## src/rtl/msa_pkg.sv

```systemverilog
// Shared types and constants for the max_subarray_stream block.
// Depends on nothing; imported by msa_scan and max_subarray_stream.
package msa_pkg;

  // Defaults for the top-level parameters
  localparam int SAMPLE_WIDTH_DEF = 16;
  localparam int MAX_LENGTH_DEF   = 65536;

  // Fixed widths of the scan state and the result fields
  localparam int SUM_W     = 32;           // running sum, signed
  localparam int SUM_EXT_W = SUM_W + 1;    // one guard bit for the add
  localparam int BEST_W    = 31;           // best sum, unsigned
  localparam int IDX_W     = 16;           // reported positions

  localparam logic [IDX_W-1:0]  IDX_MAX  = '1;
  localparam logic [SUM_W-1:0]  SUM_POS_MAX = {1'b0, {(SUM_W-1){1'b1}}};
  localparam logic [SUM_W-1:0]  SUM_NEG_MIN = {1'b1, {(SUM_W-1){1'b0}}};

  // Result transaction, first field in the highest bits
  typedef struct packed {
    logic              too_long;
    logic              found;
    logic [IDX_W-1:0]  run_final;
    logic [IDX_W-1:0]  run_first;
    logic [BEST_W-1:0] best_sum;
  } msa_result_t;

  localparam int RES_W       = $bits(msa_result_t);
  localparam int OUT_TDATA_W = ((RES_W + 7) / 8) * 8;

endpackage

```

## src/rtl/msa_scan.sv

```systemverilog
// Running-sum scan state and update logic for max_subarray_stream.
// Depends on msa_pkg; one item is consumed per cycle when item_valid is high.
module msa_scan #(
  parameter int SAMPLE_WIDTH = msa_pkg::SAMPLE_WIDTH_DEF,
  parameter int MAX_LENGTH   = msa_pkg::MAX_LENGTH_DEF
) (
  input  logic                           clk,
  input  logic                           rst_n,
  input  logic                           item_valid,
  input  logic signed [SAMPLE_WIDTH-1:0] sample,
  input  logic                           last,
  output msa_pkg::msa_result_t           result
);
  import msa_pkg::*;

  localparam int POS_W = $clog2(MAX_LENGTH + 1);
  localparam int CMP_W = (POS_W > IDX_W) ? POS_W : IDX_W + 1;

  logic signed [SUM_W-1:0]     running_r, running_nxt;
  logic        [BEST_W-1:0]    best_r, best_nxt;
  logic        [IDX_W-1:0]     cur_begin_r, cur_begin_nxt;
  logic        [IDX_W-1:0]     best_begin_r, best_begin_nxt;
  logic        [IDX_W-1:0]     best_finish_r, best_finish_nxt;
  logic        [POS_W-1:0]     position_r, position_nxt;
  logic                        overflow_r, overflow_nxt;

  logic        [CMP_W-1:0]     pos_ext;
  logic        [IDX_W-1:0]     idx;
  logic signed [SUM_EXT_W-1:0] sample_ext;
  logic signed [SUM_EXT_W-1:0] sum_raw;
  logic signed [SUM_W-1:0]     sum_sat;
  logic                        restart;
  logic                        better;

  // Element position, saturated to the reported width
  assign pos_ext = CMP_W'(position_r);
  assign idx     = (pos_ext > CMP_W'(IDX_MAX)) ? IDX_MAX : pos_ext[IDX_W-1:0];

  // Running sum: restart on a non-positive previous sum, then saturate
  assign restart    = (running_r <= 0);
  assign sample_ext = SUM_EXT_W'(sample);
  assign sum_raw    = restart ? sample_ext : (SUM_EXT_W'(running_r) + sample_ext);

  always_comb begin
    if (sum_raw[SUM_EXT_W-1] != sum_raw[SUM_W-1]) begin
      sum_sat = sum_raw[SUM_EXT_W-1] ? $signed(SUM_NEG_MIN) : $signed(SUM_POS_MAX);
    end else begin
      sum_sat = sum_raw[SUM_W-1:0];
    end
  end

  // Strictly greater only, so the earliest run keeps a tie
  assign better = (sum_sat > $signed({1'b0, best_r}));

  // Next state after this element
  always_comb begin
    running_nxt     = sum_sat;
    cur_begin_nxt   = restart ? idx : cur_begin_r;
    best_nxt        = best_r;
    best_begin_nxt  = best_begin_r;
    best_finish_nxt = best_finish_r;
    position_nxt    = position_r;
    overflow_nxt    = overflow_r;
    if (position_r >= POS_W'(MAX_LENGTH)) begin
      overflow_nxt = 1'b1;
    end else begin
      position_nxt = position_r + 1'b1;
    end
    if (better) begin
      best_nxt        = sum_sat[BEST_W-1:0];
      best_begin_nxt  = cur_begin_nxt;
      best_finish_nxt = idx;
    end
  end

  // Result as seen after the last element of a sequence
  always_comb begin
    result          = '0;
    result.too_long = overflow_nxt;
    if (best_nxt != '0) begin
      result.found     = 1'b1;
      result.best_sum  = best_nxt;
      result.run_first = best_begin_nxt;
      result.run_final = best_finish_nxt;
    end
  end

  // State registers; the last element clears them for the next sequence
  always_ff @(posedge clk) begin
    if (!rst_n || (item_valid && last)) begin
      running_r     <= '0;
      best_r        <= '0;
      cur_begin_r   <= '0;
      best_begin_r  <= '0;
      best_finish_r <= '0;
      position_r    <= '0;
      overflow_r    <= 1'b0;
    end else if (item_valid) begin
      running_r     <= running_nxt;
      best_r        <= best_nxt;
      cur_begin_r   <= cur_begin_nxt;
      best_begin_r  <= best_begin_nxt;
      best_finish_r <= best_finish_nxt;
      position_r    <= position_nxt;
      overflow_r    <= overflow_nxt;
    end
  end

endmodule

```

## src/rtl/max_subarray_stream.sv

```systemverilog
// Streaming maximum-subarray scan: one signed sample per transaction, tlast ends a sequence.
// A sequence's result passes the input register and then the result register before out_tvalid rises.
// Throughput: one sample per cycle; the running-sum feedback loop lies within msa_scan.
// Only a last sample waits, and only while the result register is still full.
// Reset (rst_n, synchronous, active low) empties both registers and clears the scan state.
// Depends on msa_pkg and msa_scan.
module max_subarray_stream #(
  parameter int SAMPLE_WIDTH = msa_pkg::SAMPLE_WIDTH_DEF,
  parameter int MAX_LENGTH   = msa_pkg::MAX_LENGTH_DEF
) (
  input  logic                                         clk,
  input  logic                                         rst_n,
  // Sample channel
  input  logic                                         in_tvalid,
  output logic                                         in_tready,
  input  logic [((SAMPLE_WIDTH+7)/8)*8-1:0]            in_tdata,   // sample
  input  logic                                         in_tlast,
  // Result channel
  output logic                                         out_tvalid,
  input  logic                                         out_tready,
  // best_sum[30:0], run_first[46:31], run_final[62:47], found[63], too_long[64]
  output logic [msa_pkg::OUT_TDATA_W-1:0]              out_tdata
);
  import msa_pkg::*;

  logic                           in_valid_r;
  logic signed [SAMPLE_WIDTH-1:0] in_sample_r;
  logic                           in_last_r;
  logic                           out_valid_r;
  msa_result_t                    out_r;
  msa_result_t                    scan_result;
  logic                           out_free;
  logic                           advance;

  // Stage 1 moves on unless it holds a last sample and the result slot is busy
  assign out_free  = !out_valid_r || out_tready;
  assign advance   = in_valid_r && (!in_last_r || out_free);
  assign in_tready = !in_valid_r || advance;

  // Input register
  always_ff @(posedge clk) begin
    if (!rst_n) begin
      in_valid_r <= 1'b0;
    end else if (in_tready) begin
      in_valid_r <= in_tvalid;
    end
  end

  always_ff @(posedge clk) begin
    if (in_tready && in_tvalid) begin
      in_sample_r <= $signed(in_tdata[SAMPLE_WIDTH-1:0]);
      in_last_r   <= in_tlast;
    end
  end

  // Scan datapath
  msa_scan #(
    .SAMPLE_WIDTH (SAMPLE_WIDTH),
    .MAX_LENGTH   (MAX_LENGTH)
  ) u_scan (
    .clk        (clk),
    .rst_n      (rst_n),
    .item_valid (advance),
    .sample     (in_sample_r),
    .last       (in_last_r),
    .result     (scan_result)
  );

  // Result register
  always_ff @(posedge clk) begin
    if (!rst_n) begin
      out_valid_r <= 1'b0;
    end else if (advance && in_last_r) begin
      out_valid_r <= 1'b1;
    end else if (out_tready) begin
      out_valid_r <= 1'b0;
    end
  end

  always_ff @(posedge clk) begin
    if (advance && in_last_r) begin
      out_r <= scan_result;
    end
  end

  assign out_tvalid = out_valid_r;
  assign out_tdata  = OUT_TDATA_W'(out_r);

  // A result without a run carries zeros in the run fields
  a_empty_result : assert property (@(posedge clk) disable iff (!rst_n)
    (out_valid_r && !out_r.found) |->
      (out_r.best_sum == '0 && out_r.run_first == '0 && out_r.run_final == '0))
    else $error("empty result carries nonzero run fields");

  // A found run is positive and does not end before it starts
  a_found_run : assert property (@(posedge clk) disable iff (!rst_n)
    (out_valid_r && out_r.found) |->
      (out_r.best_sum != '0 && out_r.run_first <= out_r.run_final))
    else $error("found run has zero sum or reversed bounds");

  // Input stalls only behind a last sample waiting on a full result slot
  a_stall_cause : assert property (@(posedge clk) disable iff (!rst_n)
    !in_tready |-> (in_valid_r && in_last_r && out_valid_r && !out_tready))
    else $error("input stalled without a pending result");

  // No result is shown right after reset
  a_reset_empty : assert property (@(posedge clk)
    (rst_n && $past(!rst_n)) |-> !out_valid_r)
    else $error("result valid right after reset");

endmodule
```

## config.mk

```make
export PLATFORM = sky130hd
export DESIGN_NAME = max_subarray_stream
export DESIGN_NICKNAME = d
export VERILOG_FILES = /design/src/rtl/msa_pkg.sv /design/src/rtl/msa_scan.sv /design/src/rtl/max_subarray_stream.sv
export SDC_FILE = /design/constraint.sdc
export NUM_CORES = 1
export LEC_CHECK = 0
export BUFFER_PORTS_ARGS = -buffer_cell sky130_fd_sc_hd__buf_4
export CELL_PAD_IN_SITES_DETAIL_PLACEMENT = 1
export CELL_PAD_IN_SITES_GLOBAL_PLACEMENT = 2
export CORE_MARGIN = 2
export CORE_UTILIZATION = 42
export CTS_BUF_LIST = sky130_fd_sc_hd__clkbuf_8
export DETAILED_ROUTE_END_ITERATION = 7
export GPL_TIMING_DRIVEN = 1
export PLACE_DENSITY = 0.87
export SETUP_SLACK_MARGIN = 0.5
export SLEW_MARGIN = 25
export SYNTH_ARGS = -nofsm -noshare
export SYNTH_HDL_FRONTEND = slang
export SYNTH_HIERARCHICAL = 1
export SYNTH_SLANG_ARGS = --single-unit
```

## constraint.sdc

```tcl
create_clock -name clk -period 11.4 [get_ports clk]
set_input_delay 2.28 -clock clk [delete_from_list [all_inputs] [get_ports clk]]
set_output_delay 2.28 -clock clk [all_outputs]
set_load 0.01 [all_outputs]
```

==> results.toml, run 1 <==
[placement]
hpwl_um = 26690
portBuffers = 87
place_congestion = 0.8654
pre_cts_slack_ps = 2438

[detailed_routing]
drt-met1-wl_um = 18630
wl_per_cell_um = 20.30
wl_met3_um = 1651
finalWirelength_um = 37160
route.detailed.drc = 0
via_per_inst = 5.663
drt-initial-drc-count = 630
vias = 10369
maxUsedRoutingLayer = "met4"
first_pass_iters = 5
ant_nets = 0
wl_met2_um = 15830

[global_routing]
grt_max_degree = 79
first_global_vias = 10248
grt-ovfl-total = 0
grt_pass1_wl_um = 58420
antenna_found_initial = 0
gr-usage-all-layers_pct = 24.21

[die]
die-height_um = 174.1
ios = 95
rows = 62
start_util_pct = 42.44
die-area_mm2 = 0.03030
core_mm2 = 0.02863
die_w_um = 174.1

[finish]
drive_gt1_share_pct = 15.07
n_antenna_cell = 0
fin_util_pct = 48.06
layout.nets = 1504
area_growth_pct = 13.26

[sta]
min_period_ps = 9032
setup_violations = 0
finalMaxSlewViolations = 0
maxClockFrequency_ghz = 0.1107
final_hold_viol_count = 0
finClkSkew_ps = 23.46
worst_pin_slew_ps = 1018
fin_setup_tns_ps = 0
rsz0062_at_grt = "false"
setup_slack_ps = 2368
period_share_pct = 79.23
slew_headroom_pct = 32.15

[synthesis]
ys_warn_count = 6
yosys-top-cells-count = "nor2_1 (226), dfxtp_1 (131), nand2_1 (120)"
synth_top_cell_by_area = "dfxtp_1"
synth_edf_count = 82
synth-seq-cells = 213
synth.most_common_cell = "nor2_1"
ys.flop_type = "dfxtp_1"
synthDistinctLibCells = 84
syn_area_per_cell_um2 = 8.893
syn_inst = 1366
yosys-top-cells-area = "dfxtp_1 (22%), edfxtp_1 (20%), nor2_1 (7.0%)"
syn_area_mm2 = 0.01215
synth_top_area_share_pct = 21.59
seq_area_frac_synth_pct = 41.86
async_reset_ff_share_pct = 0

[clock_tree]
cts_buffer_depth = 3
cts_resized = 0
worstSkewPairLatency_ps = 540
tritoncts = "yes"
clkTransAtPathRegs_ps = 80
hold_buffers = 0
clock_sinks = 213
post-cts-setup-buffer-count = 0
cts-buffers-inserted = 38
htree_num_levels = 2
clock-root-buffer = "clkbuf_8"

[pwr]
switching_share_pct = 40.79
power_density_mw_per_mm2 = 199.4
netSwitchingPower_w = 0.001119
combPwrFrac_pct = 39.9
p_seq_share_pct = 33.5
total_power_w = 0.002744
ir_drop_uv = 94.49
intPower_w = 0.001625
p_clk_share_pct = 26.6
leakagePower_nw = 5.220

[worst_setup_path]
required_ps = 11610
slowest_delay_ps = 950
crit_path_end_kind = "flip-flop"
cpMaxStageDelayCell = "o2111a_2"
r2r_setup_slack_ps = 2370
worst_setup_path_start_kind = "flip-flop"
worst-path-buf-inv = 1
crit_type = "reg2reg"
cp_cell_sequence = "ha_1 -> a21o_1 -> a21oi_2 -> nor2_1 -> or4b_4 -> o31ai_4 -> a21oi_2 -> a221oi_1 -> inv_1 -> ha_1 -> nand4_1 -> nor4_1 -> nand4_1 -> o21ai_0 -> a31o_2 -> a21o_4 -> a211oi_1 -> or4_1 -> a2111oi_2 -> o2111a_2 -> a221oi_1"
arrival_ps = 9250
cp_top_family = "compound AO/OA/AOI/OAI gates"
path_max_fanout = 77

[outcome]
outcome = "finished clean"

[worst_hold_path]
hp-class = "reg2reg"

[job]
drv_cap = 0
flip-flops by register name, indices dropped and copies added, names as in the netlist:
| name | cells |
|---|---|
| u_scan/running_r | 32 |
| in_sample_r | 16 |
| u_scan/cur_begin_r | 16 |
| u_scan/best_r | 31 |
| out_tvalid | 1 |
| u_scan/best_finish_r | 16 |
| u_scan/pos_ext | 17 |
| in_valid_r | 1 |
| out_tdata | 65 |
| u_scan/overflow_r | 1 |
| u_scan/best_begin_r | 16 |
| in_last_r | 1 |
kinds of logic after synthesis:
family | count (synthesis) | share of synthesized area (%)
AOI/OAI and AO/OA | 380 | 21.78
DFF | 213 | 41.86
xor gates and xnor gates | 37 | 2.668
adders and majority gates | 69 | 7.117
other | 1 | 0.03087
and+or+nand+nor | 480 | 17.93
buffers and inverters | 146 | 5.304
muxes | 40 | 3.306
worst register-to-register path, stage by stage, from the launching register on:
cell,delay [ps]
edfxtp_1,890
ha_1,440
a21o_1,230
a21oi_2,200
nor2_1,90
or4b_4,560
o31ai_4,760
a21oi_2,370
a221oi_1,550
inv_1,90
ha_1,310
nand4_1,150
nor4_1,550
nand4_1,150
o21ai_0,100
a31o_2,290
a21o_4,640
a211oi_1,160
or4_1,520
a2111oi_2,450
o2111a_2,960
a221oi_1,250
metrics by stage:
stage	cell area (um^2)	cells	hold WS (ps)
floorplan	12170	1372	429.3
global placement	12980	1761	442.3
detailed placement	12980	1761	453.8
CTS	13750	1831	467.9
global route	13760	1831	519.8
finish	13760	1831	464.7
power by group through the flow:
stage	Sequential, W	Clock (W)	Combinational (W)
finish	0.000920	0.000730	0.00109
global route	0.000926	0.000787	0.00120
CTS	0.000920	0.000752	0.00109
detailed placement	0.000936	0	0.00108
global placement	0.000934	0	0.00106
floorplan	0.000931	0	0.000789
final timing paths:
check / from / to / depth (start not counted)
setup / recovery: in_sample_r[15]$_DFFE_PP_ / out_tdata[48]$_DFFE_PP_ / 21
hold / removal: u_scan/overflow_r$_SDFFE_PP0P_ / u_scan/overflow_r$_SDFFE_PP0P_ / 2
setup reg to reg: in_sample_r[15]$_DFFE_PP_ / out_tdata[48]$_DFFE_PP_ / 21
hold reg to reg: u_scan/overflow_r$_SDFFE_PP0P_ / u_scan/overflow_r$_SDFFE_PP0P_ / 2
area by class of cell:
type | count | area [um^2]
Fill cell | 3354 | 14870
Multi-Input combinational cell | 1013 | 6500
Sequential cell | 213 | 5085
Timing Repair Buffer | 96 | 720.7
Clock buffer | 40 | 550.5
Tap cell | 384 | 480.5
Clock inverter | 30 | 215.2
Inverter | 55 | 206.4
cell usage in the layout (no fill, tap or decap), types with 5 or more instances in the layout:
| master | count |
|---|---|
| clkbuf_8 | 40 |
| a211oi_1 | 61 |
| clkinv_2 | 6 |
| o31ai_1 | 8 |
| a221oi_1 | 7 |
| and3_1 | 10 |
| a21o_1 | 10 |
| and2_1 | 9 |
| nand2_1 | 118 |
| a221oi_2 | 13 |
| o211ai_1 | 6 |
| dfxtp_1 | 131 |
| o21ai_0 | 76 |
| xnor2_1 | 17 |
| o21bai_1 | 7 |
| a31oi_1 | 5 |
| a21oi_1 | 104 |
| edfxtp_1 | 82 |
| conb_1 | 7 |
| o21ai_1 | 5 |
| ha_1 | 65 |
| nor2b_1 | 6 |
| nor2_1 | 225 |
| nand4_1 | 18 |
| a21oi_2 | 22 |
| buf_4 | 96 |
| a21boi_0 | 7 |
| xor2_1 | 20 |
| nand2b_1 | 13 |
| nand3_1 | 15 |
| nor4_1 | 14 |
| inv_1 | 67 |
| mux2i_1 | 39 |
| nor3_1 | 23 |
metal layers:
layer	GRT usage [%]	vias up
met1	35.70	5048
met2	36.27	242
met5	0	-
li1	-	5011
met4	7.563	0
met3	3.850	68
Power figures use the tool's default switching activity.
==> run 2: changes to the inputs <==
Settings changed: CORE_UTILIZATION 42 to 35, PLACE_DENSITY 0.87 to 0.77.
Clock period 11.4 ns to 7.7 ns, I/O delays scaled along.
==> run 2 against run 1 <==
Effect of this change: global-route usage fell by 2.1 points; total power rose by 52%; largest cell class unchanged; clock-buffer cell count rose by 4; largest power group unchanged; final cell count rose by 5.7%; maximum frequency rose by 32%; die area rose by 20%; clock power rose by 44%; via count rose by 0.89%; hold slack improved by 8.0 ps.
==> results.toml, run 2 (synthesis results as in run 1) <==
[finish]
area_growth_pct = 16.46
largest_reg_flops = 65
final_common_cell = "nor2_1"
layout_common_cells = "nor2_1 (222), dfxtp_1 (131), buf_4 (121)"
n_antenna_cell = 0
layout.nets = 1535
drive_gt1_share_pct = 17.50
fill_cells = 4094
fin_util_pct = 41.16

[detailed_routing]
finalWirelength_um = 39790
first_pass_iters = 5
vias = 10461
drt-initial-drc-count = 588
via_per_inst = 5.406
ant_nets = 0
wl_per_cell_um = 20.56
route.detailed.drc = 0

[pwr]
netSwitchingPower_w = 0.001731
p_clk_share_pct = 25.1
ir_drop_uv = 150.1
p_seq_share_pct = 32.7
power_density_mw_per_mm2 = 295.4
intPower_w = 0.002448
switching_share_pct = 41.42
combPwrFrac_pct = 42.2
leakagePower_nw = 5.413

[sta]
finClkSkew_ps = 35.72
worst_pin_slew_ps = 920.7
maxClockFrequency_ghz = 0.1460
finalMaxSlewViolations = 0
fin_setup_tns_ps = 0
min_period_ps = 6847
setup_violations = 0
slew_headroom_pct = 38.62
rsz0062_at_grt = "false"
period_share_pct = 88.93
final_hold_viol_count = 0

[job]
drv_cap = 0

[clock_tree]
htree_num_levels = 2
worstSkewPairLatency_ps = 610
cts_buffer_depth = 3
clkTransAtPathRegs_ps = 60
clock_sinks = 213
cts-buffers-inserted = 41
tritoncts = "yes"
clock-root-buffer = "clkbuf_8"

[worst_setup_path]
r2r_setup_slack_ps = 850
path_max_fanout = 26
required_ps = 8020
cpMaxStageDelayCell = "fa_1"
crit_type = "reg2reg"
r2r_cells = 25
regToRegEndpoint = "out_tdata[48]$_DFFE_PP_"
critPathMostFrequentCell = "buf_4"
crit_path_end_kind = "flip-flop"
crit-reg2reg-launch = "in_sample_r[0]$_DFFE_PP_"
arrival_ps = 7170
slowest_delay_ps = 430
worst_setup_path_start_kind = "flip-flop"

[die]
die-area_mm2 = 0.03621
die-height_um = 190.3
die_w_um = 190.3
rows = 68
ios = 95
core_mm2 = 0.03437
start_util_pct = 35.34

[placement]
hpwl_um = 28830
portBuffers = 87
place_congestion = 0.8744

[global_routing]
antenna_found_initial = 0
grt-ovfl-total = 0
first_global_vias = 10429
grt_max_degree = 72
gr-usage-all-layers_pct = 22.12
grt_pass1_wl_um = 61690

[worst_hold_path]
hold_depth = 2
min-delay-start = "u_scan/overflow_r$_SDFFE_PP0P_"
hp-class = "reg2reg"
holdPathEnd = "u_scan/overflow_r$_SDFFE_PP0P_"

[outcome]
outcome = "finished clean"
[run 2: cell types whose count changed in the layout (fill, tap and decap cells not counted), sizes merged]
| cell | change |
|---|---|
| clkinvlp | -2 |
| inv | +9 |
| clkinv | -3 |
| clkbuf | +5 |
| bufinv | -3 |
| buf | +27 |
[run 2: worst max-delay path by stage]
| stage | from | end | slack (ps) | cells past startpoint |
|---|---|---|---|---|
| finish | in_sample_r[0]$_DFFE_PP_ | out_tdata[48]$_DFFE_PP_ | 850 | 25 |
| floorplan | in_sample_r[15]$_DFFE_PP_ | out_tdata[60]$_DFFE_PP_ | 1550 | 23 |
| CTS | in_sample_r[0]$_DFFE_PP_ | out_tdata[48]$_DFFE_PP_ | 590 | 24 |
| global placement | in_sample_r[15]$_DFFE_PP_ | out_tdata[47]$_DFFE_PP_ | 460 | 24 |
| detailed placement | in_sample_r[15]$_DFFE_PP_ | out_tdata[48]$_DFFE_PP_ | 410 | 24 |
| global route | in_sample_r[15]$_DFFE_PP_ | out_tdata[48]$_DFFE_PP_ | 510 | 23 |
[run 2: per-layer routing]
| layer | track usage, % | part of all wire (%) | wire length, um | up-vias |
|---|---|---|---|---|
| li1 | - | - | - | 5082 |
| met1 | 31.32 | 49 | 19490 | 5134 |
| met2 | 34.04 | 45 | 17820 | 185 |
| met3 | 3.331 | 3.5 | 1400 | 60 |
| met4 | 8.199 | 2.7 | 1088 | 0 |
| met5 | 0 | 0 | 0 | - |
[run 2: repair_timing]
item / CTS / global route
gates resized for setup: 2 / 20
setup endpoints to repair: 33 / 64
gates cloned: 0 / 1
pin swaps: 0 / 4
hold buffers: 0 / 0
buffers inserted: 0 / 7
[run 2: power by group through the flow]
stage	Sequential, W	Combinational, W	Clock (W)
2_1_floorplan	0.00138	0.00117	0
3_3_place_gp	0.00139	0.00167	0
3_5_place_dp	0.00139	0.00170	0
4_1_cts	0.00137	0.00171	0.00109
5_1_grt	0.00138	0.00194	0.00114
6_report	0.00137	0.00176	0.00105
[run 2: worst max-delay path: cells and delay by family, from the launching register on]
family,cells,cell delay (ps)
DFF,1,420
buffers and inverters,5,940
AOI/OAI and AO/OA,13,3430
adders and majority gates,3,980
and+or+nand+nor,4,760
[run 2: stage by stage]
stage / hold WS [ps] / setup WS, ps / instances / total power [W] / cell area, um^2
finish: 472.8 / 852.8 / 1935 / 0.004179 / 14150
global route: 522.4 / 505.4 / 1935 / 0.004460 / 14150
CTS: 480.3 / 589.6 / 1927 / 0.004166 / 14000
detailed placement: 464.1 / 409.8 / 1852 / 0.003086 / 13250
global placement: 440.8 / 463.8 / 1852 / 0.003060 / 13250
floorplan: 429.3 / 1550 / 1372 / 0.002547 / 12170
[run 2: final cells by class]
cell class,count,area (um^2),area share [%]
Clock inverter,31,137.6,0.9728
Sequential cell,213,5085,35.94
Clock buffer,44,605.6,4.281
Multi-Input combinational cell,1013,6579,46.50
Timing Repair Buffer,124,964.7,6.819
Tap cell,455,569.3,4.024
Inverter,55,206.4,1.459
